File: config.mk
export PLATFORM = sky130hd
export DESIGN_NAME = servo_gait_sequencer_unit
export DESIGN_NICKNAME = d
export VERILOG_FILES = /design/src/hdl/sgs_pkg.sv /design/src/hdl/sgs_gait.sv /design/src/hdl/servo_gait_sequencer_unit.sv
export SDC_FILE = /design/constraint.sdc
export NUM_CORES = 1
export LEC_CHECK = 0
export BUFFER_PORTS_ARGS = -buffer_cell sky130_fd_sc_hd__buf_2
export CAP_MARGIN = 20
export CORE_UTILIZATION = 63
export DETAILED_ROUTE_END_ITERATION = 16
export PLACE_DENSITY = 0.86
export SETUP_SLACK_MARGIN = 0.5
export SYNTH_ARGS = -nofsm -noshare
export SYNTH_HDL_FRONTEND = slang
export SYNTH_HIERARCHICAL = 1
export SYNTH_SLANG_ARGS = --single-unit
File: constraint.sdc
create_clock -name clock -period 18.6 [get_ports clock]
set_input_delay 4.65 -clock clock [delete_from_list [all_inputs] [get_ports clock]]
set_output_delay 4.65 -clock clock [all_outputs]
set_load 0.03 [all_outputs]
File: src/hdl/sgs_pkg.sv
// shared types, codes and constants for the servo gait sequencer
package sgs_pkg;

   localparam int TIME_BITS  = 32;
   localparam int ANGLE_W    = 8;
   localparam int SWING_W    = 6;
   localparam int PERIOD_W   = 8;
   localparam int LOCKOUT_W  = 16;
   localparam int HOLD_W     = 16;
   localparam int MODE_W     = 3;
   localparam int OP_W       = 2;
   localparam int CSR_IDX_W  = 2;
   localparam int CSR_DATA_W = 16;

   // request opcodes
   localparam logic [OP_W-1:0] OP_TICK     = 2'd0;
   localparam logic [OP_W-1:0] OP_CHANGE   = 2'd1;
   localparam logic [OP_W-1:0] OP_OVERRIDE = 2'd2;
   localparam logic [OP_W-1:0] OP_UNUSED   = 2'd3;

   // gait modes
   localparam logic [MODE_W-1:0] MODE_IDLE       = 3'd0;
   localparam logic [MODE_W-1:0] MODE_FORWARD    = 3'd1;
   localparam logic [MODE_W-1:0] MODE_BACKWARD   = 3'd2;
   localparam logic [MODE_W-1:0] MODE_TURN_RIGHT = 3'd3;
   localparam logic [MODE_W-1:0] MODE_TURN_LEFT  = 3'd4;

   // register indexes
   localparam logic [CSR_IDX_W-1:0] CSR_SWING   = 2'd0;
   localparam logic [CSR_IDX_W-1:0] CSR_PERIOD  = 2'd1;
   localparam logic [CSR_IDX_W-1:0] CSR_LOCKOUT = 2'd2;

   // angle constants in degrees
   localparam logic [ANGLE_W-1:0] ANG_LIFT_REST  = 8'd90;
   localparam logic [ANGLE_W-1:0] ANG_FOOT_REST  = 8'd135;
   localparam logic [ANGLE_W-1:0] ANG_TURN_EXTRA = 8'd30;
   localparam logic [ANGLE_W-1:0] ANG_BACK_LEFT  = 8'd100;
   localparam logic [ANGLE_W-1:0] ANG_BACK_RIGHT = 8'd80;

   // register reset values
   localparam logic [SWING_W-1:0]   SWING_RESET   = 6'd45;
   localparam logic [PERIOD_W-1:0]  PERIOD_RESET  = 8'd3;
   localparam logic [LOCKOUT_W-1:0] LOCKOUT_RESET = 16'd2000;

   typedef struct packed {
      logic [OP_W-1:0]   op;
      logic [MODE_W-1:0] new_mode;
      logic [HOLD_W-1:0] hold_ms;
   } req_type;

   typedef struct packed {
      logic [ANGLE_W-1:0] left_lift_angle;
      logic [ANGLE_W-1:0] right_lift_angle;
      logic [ANGLE_W-1:0] left_foot_angle;
      logic [ANGLE_W-1:0] right_foot_angle;
      logic [MODE_W-1:0]  mode_now;
      logic               lockout_active;
      logic               accepted;
      logic               stepped;
   } rsp_type;

   typedef struct packed {
      logic [ANGLE_W-1:0] lift_left;
      logic [ANGLE_W-1:0] foot_left;
      logic [ANGLE_W-1:0] lift_right;
      logic [ANGLE_W-1:0] foot_right;
   } angles_type;

endpackage

File: src/hdl/sgs_gait.sv
// one gait step: next servo angles and swing reversal for the current mode
module sgs_gait (
   input  logic [sgs_pkg::MODE_W-1:0]  mode,
   input  logic [sgs_pkg::SWING_W-1:0] swing_deg,
   input  logic                        swing_down,
   input  sgs_pkg::angles_type         cur,
   output sgs_pkg::angles_type         nxt,
   output logic                        flip
);

   function automatic logic [sgs_pkg::ANGLE_W-1:0] clamp_ang(
      input logic [sgs_pkg::ANGLE_W-1:0] x,
      input logic [sgs_pkg::ANGLE_W-1:0] lo,
      input logic [sgs_pkg::ANGLE_W-1:0] hi
   );
      logic [sgs_pkg::ANGLE_W-1:0] r;
      if (x < lo) r = lo;
      else if (x > hi) r = hi;
      else r = x;
      return r;
   endfunction

   function automatic logic [sgs_pkg::ANGLE_W-1:0] toward(
      input logic [sgs_pkg::ANGLE_W-1:0] x,
      input logic [sgs_pkg::ANGLE_W-1:0] rest
   );
      logic [sgs_pkg::ANGLE_W-1:0] r;
      if (x < rest) r = x + 8'd1;
      else if (x > rest) r = x - 8'd1;
      else r = x;
      return r;
   endfunction

   logic [sgs_pkg::ANGLE_W-1:0] sw;
   logic [sgs_pkg::ANGLE_W-1:0] fwd_top;
   logic [sgs_pkg::ANGLE_W-1:0] foot_hi;
   logic [sgs_pkg::ANGLE_W-1:0] right_lo;
   logic [sgs_pkg::ANGLE_W-1:0] back_lo;
   logic [sgs_pkg::ANGLE_W-1:0] back_hi;
   logic [sgs_pkg::ANGLE_W-1:0] c_ll;
   logic [sgs_pkg::ANGLE_W-1:0] c_fl;
   logic [sgs_pkg::ANGLE_W-1:0] c_lr;
   logic [sgs_pkg::ANGLE_W-1:0] c_fr;
   logic [sgs_pkg::ANGLE_W-1:0] b_ll;
   logic [sgs_pkg::ANGLE_W-1:0] b_lr;
   logic [sgs_pkg::ANGLE_W-1:0] f_ll;
   logic [sgs_pkg::ANGLE_W-1:0] r_ll;

   assign sw       = {2'b00, swing_deg};
   assign fwd_top  = (mode == sgs_pkg::MODE_FORWARD)
                     ? sgs_pkg::ANG_LIFT_REST + sw
                     : sgs_pkg::ANG_LIFT_REST + sw + sgs_pkg::ANG_TURN_EXTRA;
   assign foot_hi  = sgs_pkg::ANG_FOOT_REST + sw;
   assign right_lo = sgs_pkg::ANG_LIFT_REST - sw;
   assign back_lo  = sgs_pkg::ANG_BACK_LEFT - sw;
   assign back_hi  = sgs_pkg::ANG_BACK_RIGHT + sw;

   // clamped angles for the walking modes
   assign c_fl = clamp_ang(cur.foot_left, sgs_pkg::ANG_FOOT_REST, foot_hi);
   assign c_fr = clamp_ang(cur.foot_right, right_lo, sgs_pkg::ANG_LIFT_REST);
   assign f_ll = clamp_ang(cur.lift_left, sgs_pkg::ANG_LIFT_REST, fwd_top);
   assign c_lr = clamp_ang(cur.lift_right, right_lo, sgs_pkg::ANG_LIFT_REST);
   assign b_ll = clamp_ang(cur.lift_left, back_lo, sgs_pkg::ANG_BACK_LEFT);
   assign b_lr = clamp_ang(cur.lift_right, sgs_pkg::ANG_BACK_RIGHT, back_hi);

   // left lift after the swing move
   assign c_ll = (mode == sgs_pkg::MODE_BACKWARD) ? b_ll : f_ll;
   assign r_ll = swing_down ? c_ll - 8'd1 : c_ll + 8'd1;

   always_comb begin
      nxt  = cur;
      flip = 1'b0;
      case (mode)
         sgs_pkg::MODE_IDLE: begin
            nxt.lift_left  = toward(cur.lift_left, sgs_pkg::ANG_LIFT_REST);
            nxt.foot_left  = toward(cur.foot_left, sgs_pkg::ANG_FOOT_REST);
            nxt.lift_right = toward(cur.lift_right, sgs_pkg::ANG_LIFT_REST);
            nxt.foot_right = toward(cur.foot_right, sgs_pkg::ANG_LIFT_REST);
         end
         sgs_pkg::MODE_FORWARD, sgs_pkg::MODE_TURN_RIGHT: begin
            nxt.lift_left  = r_ll;
            nxt.foot_left  = swing_down ? c_fl - 8'd2 : c_fl + 8'd1;
            nxt.lift_right = swing_down ? c_lr - 8'd1 : c_lr + 8'd1;
            nxt.foot_right = swing_down ? c_fr - 8'd1 : c_fr + 8'd2;
            flip = (r_ll >= fwd_top) || (r_ll <= sgs_pkg::ANG_LIFT_REST);
         end
         sgs_pkg::MODE_BACKWARD: begin
            nxt.lift_left  = r_ll;
            nxt.foot_left  = swing_down ? c_fl + 8'd1 : c_fl - 8'd2;
            nxt.lift_right = swing_down ? b_lr - 8'd1 : b_lr + 8'd1;
            nxt.foot_right = swing_down ? c_fr + 8'd2 : c_fr - 8'd1;
            flip = (r_ll <= back_lo) || (r_ll >= sgs_pkg::ANG_BACK_LEFT);
         end
         default: begin
            nxt  = cur;
            flip = 1'b0;
         end
      endcase
   end

endmodule

File: src/hdl/servo_gait_sequencer_unit.sv
// servo gait sequencer top level: request register, timers, mode and angle state
//
// usage
//   req channel: one word per item (tick, guarded mode change or forced override)
//   rsp channel: one word per item with the four servo angles, the mode, the
//     lockout flag and the accepted and stepped flags after that item
//   csr channel: register index and data; always ready, writes land at once and
//     are meant to be made while no item is in flight
// response path: an accepted req word is held in the request register, then the
//   state update writes its rsp word into the response register
// throughput: one word per cycle while rsp is not held off; the state update for
//   an item is one pass through the timer compares and the gait step logic
// reset: synchronous; registers go to their defaults, the clock and all
//   deadlines to zero, mode idle, angles 90 / 135 / 45 / 45, swing upward
// stall: while rsp is held off the response register keeps its word and the
//   request register can still take one more word; req_ready then drops
//   until rsp_ready returns
module servo_gait_sequencer_unit (
   input  logic                                clock,
   input  logic                                reset,
   input  logic                                req_valid,
   output logic                                req_ready,
   input  sgs_pkg::req_type                    req_data,
   output logic                                rsp_valid,
   input  logic                                rsp_ready,
   output sgs_pkg::rsp_type                    rsp_data,
   input  logic                                csr_valid,
   output logic                                csr_ready,
   input  logic [sgs_pkg::CSR_IDX_W-1:0]       csr_index,
   input  logic [sgs_pkg::CSR_DATA_W-1:0]      csr_data
);

   // configuration registers
   logic [sgs_pkg::SWING_W-1:0]   swing_ff;
   logic [sgs_pkg::PERIOD_W-1:0]  period_ff;
   logic [sgs_pkg::LOCKOUT_W-1:0] lockout_ms_ff;

   // request stage
   logic                          req_vld_ff;
   sgs_pkg::req_type              req_item_ff;
   logic                          advance;

   // response stage
   logic                          rsp_vld_ff;
   sgs_pkg::rsp_type              rsp_data_ff;
   sgs_pkg::rsp_type              rsp_data_in;

   // timing state
   logic [sgs_pkg::TIME_BITS-1:0] now_ff;
   logic [sgs_pkg::TIME_BITS-1:0] now_next_ff;
   logic [sgs_pkg::TIME_BITS-1:0] next_step_ff;
   logic [sgs_pkg::TIME_BITS-1:0] lock_dl_ff;
   logic [sgs_pkg::TIME_BITS-1:0] hold_dl_ff;
   logic                          lockout_ff;
   logic                          hold_ff;
   logic [sgs_pkg::MODE_W-1:0]    mode_ff;
   sgs_pkg::angles_type           angles_ff;
   logic                          swing_down_ff;

   logic [sgs_pkg::TIME_BITS-1:0] now_in;
   logic [sgs_pkg::TIME_BITS-1:0] now_next_in;
   logic [sgs_pkg::TIME_BITS-1:0] next_step_in;
   logic [sgs_pkg::TIME_BITS-1:0] lock_dl_in;
   logic [sgs_pkg::TIME_BITS-1:0] hold_dl_in;
   logic                          lockout_in;
   logic                          hold_in;
   logic [sgs_pkg::MODE_W-1:0]    mode_in;
   sgs_pkg::angles_type           angles_in;
   logic                          swing_down_in;

   logic [sgs_pkg::MODE_W-1:0]    tick_mode;
   logic                          step_due;
   logic                          accepted;
   logic                          stepped;
   sgs_pkg::angles_type           gait_angles;
   logic                          gait_flip;
   logic [sgs_pkg::TIME_BITS-1:0] lock_dl_new;

   assign csr_ready = 1'b1;
   assign advance   = req_vld_ff && (!rsp_vld_ff || rsp_ready);
   assign req_ready = !req_vld_ff || advance;
   assign rsp_valid = rsp_vld_ff;
   assign rsp_data  = rsp_data_ff;

   always_ff @(posedge clock) begin
      if (reset) begin
         swing_ff      <= sgs_pkg::SWING_RESET;
         period_ff     <= sgs_pkg::PERIOD_RESET;
         lockout_ms_ff <= sgs_pkg::LOCKOUT_RESET;
      end else if (csr_valid && csr_ready) begin
         case (csr_index)
            sgs_pkg::CSR_SWING:   swing_ff      <= csr_data[sgs_pkg::SWING_W-1:0];
            sgs_pkg::CSR_PERIOD:  period_ff     <= csr_data[sgs_pkg::PERIOD_W-1:0];
            sgs_pkg::CSR_LOCKOUT: lockout_ms_ff <= csr_data[sgs_pkg::LOCKOUT_W-1:0];
            default: ;
         endcase
      end
   end

   // request register
   always_ff @(posedge clock) begin
      if (reset) begin
         req_vld_ff <= 1'b0;
      end else if (req_ready) begin
         req_vld_ff <= req_valid;
      end
   end

   always_ff @(posedge clock) begin
      if (req_valid && req_ready) begin
         req_item_ff <= req_data;
      end
   end

   // tick decisions use the incremented clock held in now_next_ff
   assign tick_mode = (hold_ff && (now_next_ff > hold_dl_ff)) ? sgs_pkg::MODE_IDLE : mode_ff;
   assign step_due  = now_next_ff > next_step_ff;
   assign lock_dl_new = now_ff + sgs_pkg::TIME_BITS'(lockout_ms_ff);

   sgs_gait u_gait (
      .mode       (tick_mode),
      .swing_deg  (swing_ff),
      .swing_down (swing_down_ff),
      .cur        (angles_ff),
      .nxt        (gait_angles),
      .flip       (gait_flip)
   );

   always_comb begin
      now_in        = now_ff;
      now_next_in   = now_next_ff;
      next_step_in  = next_step_ff;
      lock_dl_in    = lock_dl_ff;
      hold_dl_in    = hold_dl_ff;
      lockout_in    = lockout_ff;
      hold_in       = hold_ff;
      mode_in       = mode_ff;
      angles_in     = angles_ff;
      swing_down_in = swing_down_ff;
      accepted      = 1'b0;
      stepped       = 1'b0;
      case (req_item_ff.op)
         sgs_pkg::OP_TICK: begin
            now_in      = now_next_ff;
            now_next_in = now_next_ff + sgs_pkg::TIME_BITS'(1);
            if (lockout_ff && (now_next_ff > lock_dl_ff)) begin
               lockout_in = 1'b0;
            end
            if (hold_ff && (now_next_ff > hold_dl_ff)) begin
               hold_in = 1'b0;
            end
            mode_in = tick_mode;
            if (step_due) begin
               angles_in     = gait_angles;
               swing_down_in = swing_down_ff ^ gait_flip;
               stepped       = 1'b1;
               next_step_in  = now_next_ff + sgs_pkg::TIME_BITS'(period_ff);
            end
         end
         sgs_pkg::OP_CHANGE: begin
            if (!lockout_ff && (mode_ff != req_item_ff.new_mode)) begin
               mode_in    = req_item_ff.new_mode;
               lockout_in = 1'b1;
               lock_dl_in = lock_dl_new;
               hold_dl_in = now_ff + sgs_pkg::TIME_BITS'(req_item_ff.hold_ms);
               hold_in    = 1'b1;
               accepted   = 1'b1;
            end
         end
         sgs_pkg::OP_OVERRIDE: begin
            mode_in    = req_item_ff.new_mode;
            lockout_in = 1'b1;
            lock_dl_in = lock_dl_new;
            accepted   = 1'b1;
         end
         default: ;
      endcase
   end

   always_comb begin
      rsp_data_in.left_lift_angle  = angles_in.lift_left;
      rsp_data_in.right_lift_angle = angles_in.lift_right;
      rsp_data_in.left_foot_angle  = angles_in.foot_left;
      rsp_data_in.right_foot_angle = angles_in.foot_right;
      rsp_data_in.mode_now         = mode_in;
      rsp_data_in.lockout_active   = lockout_in;
      rsp_data_in.accepted         = accepted;
      rsp_data_in.stepped          = stepped;
   end

   always_ff @(posedge clock) begin
      if (reset) begin
         now_ff        <= '0;
         now_next_ff   <= sgs_pkg::TIME_BITS'(1);
         next_step_ff  <= '0;
         lock_dl_ff    <= '0;
         hold_dl_ff    <= '0;
         lockout_ff    <= 1'b0;
         hold_ff       <= 1'b0;
         mode_ff       <= sgs_pkg::MODE_IDLE;
         angles_ff.lift_left  <= sgs_pkg::ANG_LIFT_REST;
         angles_ff.foot_left  <= sgs_pkg::ANG_FOOT_REST;
         angles_ff.lift_right <= sgs_pkg::ANG_LIFT_REST - {2'b00, sgs_pkg::SWING_RESET};
         angles_ff.foot_right <= sgs_pkg::ANG_LIFT_REST - {2'b00, sgs_pkg::SWING_RESET};
         swing_down_ff <= 1'b0;
      end else if (advance) begin
         now_ff        <= now_in;
         now_next_ff   <= now_next_in;
         next_step_ff  <= next_step_in;
         lock_dl_ff    <= lock_dl_in;
         hold_dl_ff    <= hold_dl_in;
         lockout_ff    <= lockout_in;
         hold_ff       <= hold_in;
         mode_ff       <= mode_in;
         angles_ff     <= angles_in;
         swing_down_ff <= swing_down_in;
      end
   end

   // response register
   always_ff @(posedge clock) begin
      if (reset) begin
         rsp_vld_ff <= 1'b0;
      end else if (advance) begin
         rsp_vld_ff <= 1'b1;
      end else if (rsp_ready) begin
         rsp_vld_ff <= 1'b0;
      end
   end

   always_ff @(posedge clock) begin
      if (advance) begin
         rsp_data_ff <= rsp_data_in;
      end
   end

   // incremented clock copy tracks the clock
   assert property (@(posedge clock) disable iff (reset)
      now_next_ff == now_ff + sgs_pkg::TIME_BITS'(1))
      else $error("incremented clock copy out of step");

   // a tick never reports an accepted request
   assert property (@(posedge clock) disable iff (reset)
      advance && (req_item_ff.op == sgs_pkg::OP_TICK) |=> !rsp_data_ff.accepted)
      else $error("tick reported as accepted");

   // only ticks can run a gait step
   assert property (@(posedge clock) disable iff (reset)
      advance && (req_item_ff.op != sgs_pkg::OP_TICK) |=> !rsp_data_ff.stepped)
      else $error("gait step on a request");

   // an override always takes the new mode and starts a lockout
   assert property (@(posedge clock) disable iff (reset)
      advance && (req_item_ff.op == sgs_pkg::OP_OVERRIDE) |=>
         rsp_data_ff.accepted && rsp_data_ff.lockout_active &&
         (rsp_data_ff.mode_now == $past(req_item_ff.new_mode)))
      else $error("override did not take effect");

   // the unused opcode leaves the mode and flags alone
   assert property (@(posedge clock) disable iff (reset)
      advance && (req_item_ff.op == sgs_pkg::OP_UNUSED) |=>
         $stable(mode_ff) && !rsp_data_ff.accepted && !rsp_data_ff.stepped)
      else $error("unused opcode changed state");

endmodule
# After elaboration in Yosys (flattened, before gate mapping)
# Index checks and enable logic that the tools add are counted.
[totals] out_inout_bits=41 reg_bits=289 romBits=0 ram_bits=0 n_memories=0 latchBits=0
[classes] order_cmp=23 n_reduce_logical=27 div=0 n_addsub=28 shift=0 eq_ne=10 n_mul=0 n_bitwise=1 muxes=49
[op_table] op="two-way mux 8 bit" count=29
[op_table] op="> comparator 32 bit" count=3
[op_table] op="two-way mux 32 bit" count=3
[op_table] op="one-hot mux 32 bit (3 select lines)" count=1
[op_table] op="adder 32 x 16 -> 32 bit" count=2
[op_table] op="adder 8 x 1 -> 8 bit, second input constant" count=8
[op_table] op="one-hot mux 32 bit (2 select lines)" count=1
[op_table] op="subtractor 8 x 1 -> 8 bit, second input constant" count=8
[op_table] op="adder 32 x 1 -> 32 bit, second input constant" count=1
[op_table] op="adder 32 x 8 -> 32 bit" count=1
[op_table] op="> comparator 8 x 7 -> 1 bit, second input constant" count=4
[op_table] op="less-than comparator 8 x 7 -> 1 bit, second input constant" count=4
[op_table] op="> comparator 8 bit" count=3
[op_table] op="less-than comparator 8 bit" count=3
[op_table] op="adder 7 x 6 -> 8 bit, first input constant" count=2
[op_table] op="subtractor 7 x 6 -> 8 bit, first input constant" count=2
[op_table] op="one-hot mux 3 bit (3 select lines)" count=1
[op_table] op="AND reduction 3 bit" count=3
[op_table] op="adder 8 x 2 -> 8 bit, second input constant" count=1
[op_table] op="adder 8 x 5 -> 8 bit, second input constant" count=1
[op_table] op="adder 8 x 6 -> 8 bit, first input constant" count=1
[op_table] op=">= comparator 8 x 7 -> 1 bit, second input constant" count=1
[op_table] op=">= comparator 8 bit" count=1
[op_table] op="> comparator 8 bit, second input constant" count=1
[op_table] op="other kinds (24)" count=53

# Depth between registers and ports, before layout
[depth] depth_word=15 depth_mapped=44 depth_no_buf=43

# Cells and area by module
# The synthesis kept the hierarchy.
[modules_own_cells] mod="servo_gait_sequencer_unit" area_per_inst_um2=15693.8 instances=1 seq_area_each_um2=6376.1 cells_each=1811
[modules_own_cells] mod="sgs_gait" area_per_inst_um2=5424.0 instances=1 seq_area_each_um2=0.0 cells_each=804

# Least setup slack after synthesis
# OpenSTA, ideal clock, no wires.
[synth_timing] kind="input -> output" start="in rsp_ready" end="out req_ready" t_required_ps=13950 stages=2 slack_ps=8923 arrival_ps=5027 path_cell_list="nor2b_1 -> nand2_1"
[synth_between] elab_chain_cells=3
[synth_lines] item="start, declared" line_no="servo_gait_sequencer_unit.sv:25" text="input logic rsp_ready,"
[synth_lines] item="logical OR 1 bit" line_no="servo_gait_sequencer_unit.sv:80" text="assign advance = req_vld_ff && (!rsp_vld_ff || rsp_ready);"
[synth_lines] item="logical AND 1 bit" line_no="servo_gait_sequencer_unit.sv:80"
[synth_lines] item="logical OR 1 bit" line_no="servo_gait_sequencer_unit.sv:81" text="assign req_ready = !req_vld_ff || advance;"
[synth_lines] item="end, declared" line_no="servo_gait_sequencer_unit.sv:22" text="output logic req_ready,"
# No other way between the ends.

# Worst setup path after layout
# Same ends and word-level chain as after synthesis.

==> run summary <==
The detail-routed net length per standard cell came out at 18.9 µm. The clock slew seen by the registers of the worst setup and hold paths came out at 0.06 ns. Counting along the longest clock path gives a buffer depth of 3. After the first detailed-routing iteration, the DRC count stood at 1522.

TritonCTS created 31 clock buffers. The via-per-instance ratio is ~6.3. The sequential cells in the finished layout cover a total of 6380 µm².

The adder-cell area share of the yosys netlist is about 14%. Power spread over the standard cell area amounts to 71.5 nW/µm². In this run, post-CTS hold repair placed 0 buffers.

Compared with the post-synthesis result, the final layout area differs by 7.92%. The first element of the critical path is rsp_ready. Setup repair after global routing left no endpoint under its margin.

The register bit count reported by yosys came out at 289. In the synthesized netlist the dominant register cell turns out to be dfxtp_1. The total power came out at 1630 µW.

The synthesis warning total is 6. The first global-routing pass estimated approximately 95 mm of wire. Port buffering added 83 buffers.

Hold is met by about 0.46 ns. In the layout the commonest cells are 342 x nand2_1, 235 x a21oi_1, 234 x ha_1, 230 x dfxtp_1, 195 x nor2_1. The net count of the mapped netlist came out at slightly below 3000. The remaining number of nets flagged by the antenna check after routing is 0. The share of the synthesized area in the top cell type is 21.8%. The half-perimeter wire length after detailed placement came out at 41.9 mm. The arrival time of data at the critical path endpoint is 5.24 ns. The starting density of the core is 64.4%.

The cell area after layout came out at 22800 µm². The number of inserted diodes came out at 0. Entering global routing, the biggest net connects 80 pins. The max-cap violation count came out at 0. The chip width is 185 µm. The die covers 34300 µm². The max-slew headroom at the worst pin came out at 29.5%. The final-layout setup total negative slack came out at 0 ns. The number of levels the H-tree was split into came out at 1. The post-CTS setup-driven buffer insertion count came out at 0. The kind of start point of the critical path is a primary input. The sequential-to-total area share from yosys stat is 30.2%. The number of top-level pins is 85.

The final period utilization came out at 53.2%. In this run the worst path has a maximum fanout of 3. By area, the combinational part of the netlist is dominated by compound AO/OA/AOI/OAI gates.

The area of the multi-input gates is 13600 µm². The cell depth of the worst flop-to-flop path came out at 39. The worst path required time came out at 13.95 ns. Routability-driven placement finished with a final weighted congestion of 0.974. The critical path ends at req_ready.

The number of global-route vias before repair was 18800. Counting flops with an async set or reset pin after synthesis yields a share of 0%. The post-layout minimum cycle time is 9.89 ns. The vertical die dimension is 185 µm. The worst setup path is captured at an output port. Yosys mapped a number of flops with a built-in enable equal to between 50 and 60. The worst register-to-register path ends at swing_down_ff. Ranked by total cell area, the synthesized netlist is headed by dfxtp_1 22%, ha_1 14%, edfxtp_1 8.4%. The synthesized-area fraction occupied by ao, oa, aoi and oai cells came out at between 20% and 30%. The worst-case register-to-register setup slack came out at 8.78 ns. The number of antenna violations at the first check in global routing came out at 0.

The number of pins exceeding their max-slew limit in the final report came to 0. The biggest area contributor in the post-synthesis netlist is dfxtp_1. Clock tree synthesis found a total of 289 sinks.

The count of final setup violators is 0. Summed over all layers, the global routing overflow is 0. Summing the areas of all xor and xnor instances in the mapped netlist gives 6.47% of the synthesized area.

Across all layers, the routed design uses 19500 vias. The mean area per synthesized cell came out at 8.08 µm². The total global-route track usage came out at approximately 34%. The largest clock skew in the final design is 0.0245 ns. The synthesized instance count came out at 2615. The flow ran to the end, and the final reports show no timing, DRC or antenna violations. The clock latency on the worst-skew pair came out at 0.60 ns.

The root cell of the clock tree is clkbuf_16. The count of final hold-check violations was 0. The total length of routed wires came out at 58.3 mm. The remaining routing DRC violations came out at 0. The number of nets in the layout came out at 2904.

The number of gates resized after cts came out at 0. The post-synthesis simple-gate area fraction came out at 19.5%. The synthesized netlist contains 96 unique library cells.

The mux contribution to synthesized area is under 10%. Derived from the worst setup path, the maximum achievable clock frequency is a little over 0.1 GHz. Counting the fill cells in the layout gives roughly 2600. For the pin with the worst max-slew slack, the measured transition is between 1 and 1.5 ns. The synthesized cell area is 21100 µm². The CTS tree is built. The worst min-delay path category is reg2reg. The number of placed cells counting well taps is 3027.

The class of the most critical setup path is in2out. The startpoint identified for the worst register-to-register timing path is now_next_ff[25]. The initialized floorplan defines 66 standard-cell rows.

After the flow finishes, the layout carries non-filler instances totaling 3088. The library cell used most frequently in the layout, excluding fill and tap cells, is nand2_1. The floorplan core area came out at 32800 µm².

VDD sags by at most approximately 0.08 mV. The number of detailed-route iterations in the first pass is 6. The leakage dissipation came out at 0.00941 µW.

Once placement finished, the instance area stood at roughly 22000 µm². The share of layout cells above drive strength 1 came out at 8.43%.
[power by group]
part | leakage, µW | total, µW | internal (µW) | switching (µW)
clock network | 0.000506 | 628 | 359 | 269
logic | 0.00651 | 319 | 121 | 198
registers | 0.00239 | 682 | 663 | 19.3
total | 0.00941 | 1630 | 1140 | 487
[registers in the layout, indices dropped and copies added (netlist names)]
| name | count |
|---|---|
| now_ff | 32 |
| now_next_ff | 32 |
| next_step_ff | 32 |
| mode_ff | 3 |
| req_item_ff | 21 |
| hold_dl_ff | 32 |
| lockout_ms_ff | 16 |
| lockout_ff | 1 |
| hold_ff | 1 |
| lock_dl_ff | 32 |
| angles_ff | 32 |
| rsp_valid | 1 |
| period_ff | 8 |
| rsp_data | 38 |
| req_vld_ff | 1 |
| swing_ff | 6 |
| swing_down_ff | 1 |
[worst max-delay path, cell delays in order]
cell and delay (ns):
buf_2 0.11, nor2b_1 0.20, nand2_1 0.10, buf_2 0.19
[per-stage QoR]
stage / worst slack, ns / util (%)
3_5_place_dp: 8.72 / 66.2
5_1_grt: 7.97 / 69.5
2_1_floorplan: 8.92 / -
4_1_cts: 8.71 / 69.4
3_3_place_gp: 8.75 / 66.2
6_report: 8.71 / 69.5
[metal layers]
| layer | up-vias | track usage, % | share of wire (%) |
|---|---|---|---|
| li1 | 9314 | - | - |
| met1 | 9256 | 43.0 | 42 |
| met2 | 790 | 58.6 | 47 |
| met3 | 186 | 3.17 | 5.8 |
| met4 | 0 | 17.9 | 5.4 |
| met5 | - | 0 | 0 |
[synth_stat cells, types with 6 or more instances]
cell type,n
and3_1,37
o22ai_1,20
nand3_1,93
mux2i_1,30
o21ai_0,88
nor2b_1,28
or2_2,8
o31ai_1,9
xor2_1,68
dfxtp_1,230
o21a_1,27
a21oi_1,235
o21ai_1,25
xnor2_1,88
nor2_1,196
a21o_1,69
or3_1,11
a22oi_1,10
edfxtp_1,59
a31oi_1,30
and2_1,15
and4_1,7
ha_1,234
nand4_1,45
o21bai_1,9
nor3b_1,9
a211o_1,7
nand3b_1,8
mux2_2,35
nand2_1,342
buf_2,19
nor3_1,37
a211oi_1,61
nand2b_1,16
clkbuf_1,109
o211ai_1,11
o221ai_1,7
inv_1,161
nor4_1,16
o2111ai_1,6
[cells by family after synthesis]
group | Yosys count
and+or+nand+nor | 887
AOI/OAI and AO/OA | 678
buffers and inverters | 299
DFF | 289
adders and majority gates | 240
xor gates and xnor gates | 156
muxes | 65
other | 1
[layout make-up]
type | count | area share, %
flip-flops and latches | 289 | 28.0
clock buffers | 46 | 4.09
clock inverters | 12 | 0.434
repair buffers | 105 | 2.66
well taps | 442 | 2.43
multi-input cells | 2027 | 59.7
inverters | 167 | 2.75
[how the worst min path moves through the flow]
stage | startpoint | to | slack (ns) | depth (start not counted)
floorplan | lock_dl_ff[3] | lock_dl_ff[3] | 0.43 | 2
global placement | hold_dl_ff[5] | hold_dl_ff[5] | 0.44 | 2
detailed placement | next_step_ff[8] | next_step_ff[8] | 0.45 | 2
CTS | next_step_ff[8] | next_step_ff[8] | 0.45 | 2
global route | next_step_ff[2] | next_step_ff[2] | 0.47 | 2
finish | hold_dl_ff[6] | hold_dl_ff[6] | 0.46 | 2
(Power assumes the default switching activity.)
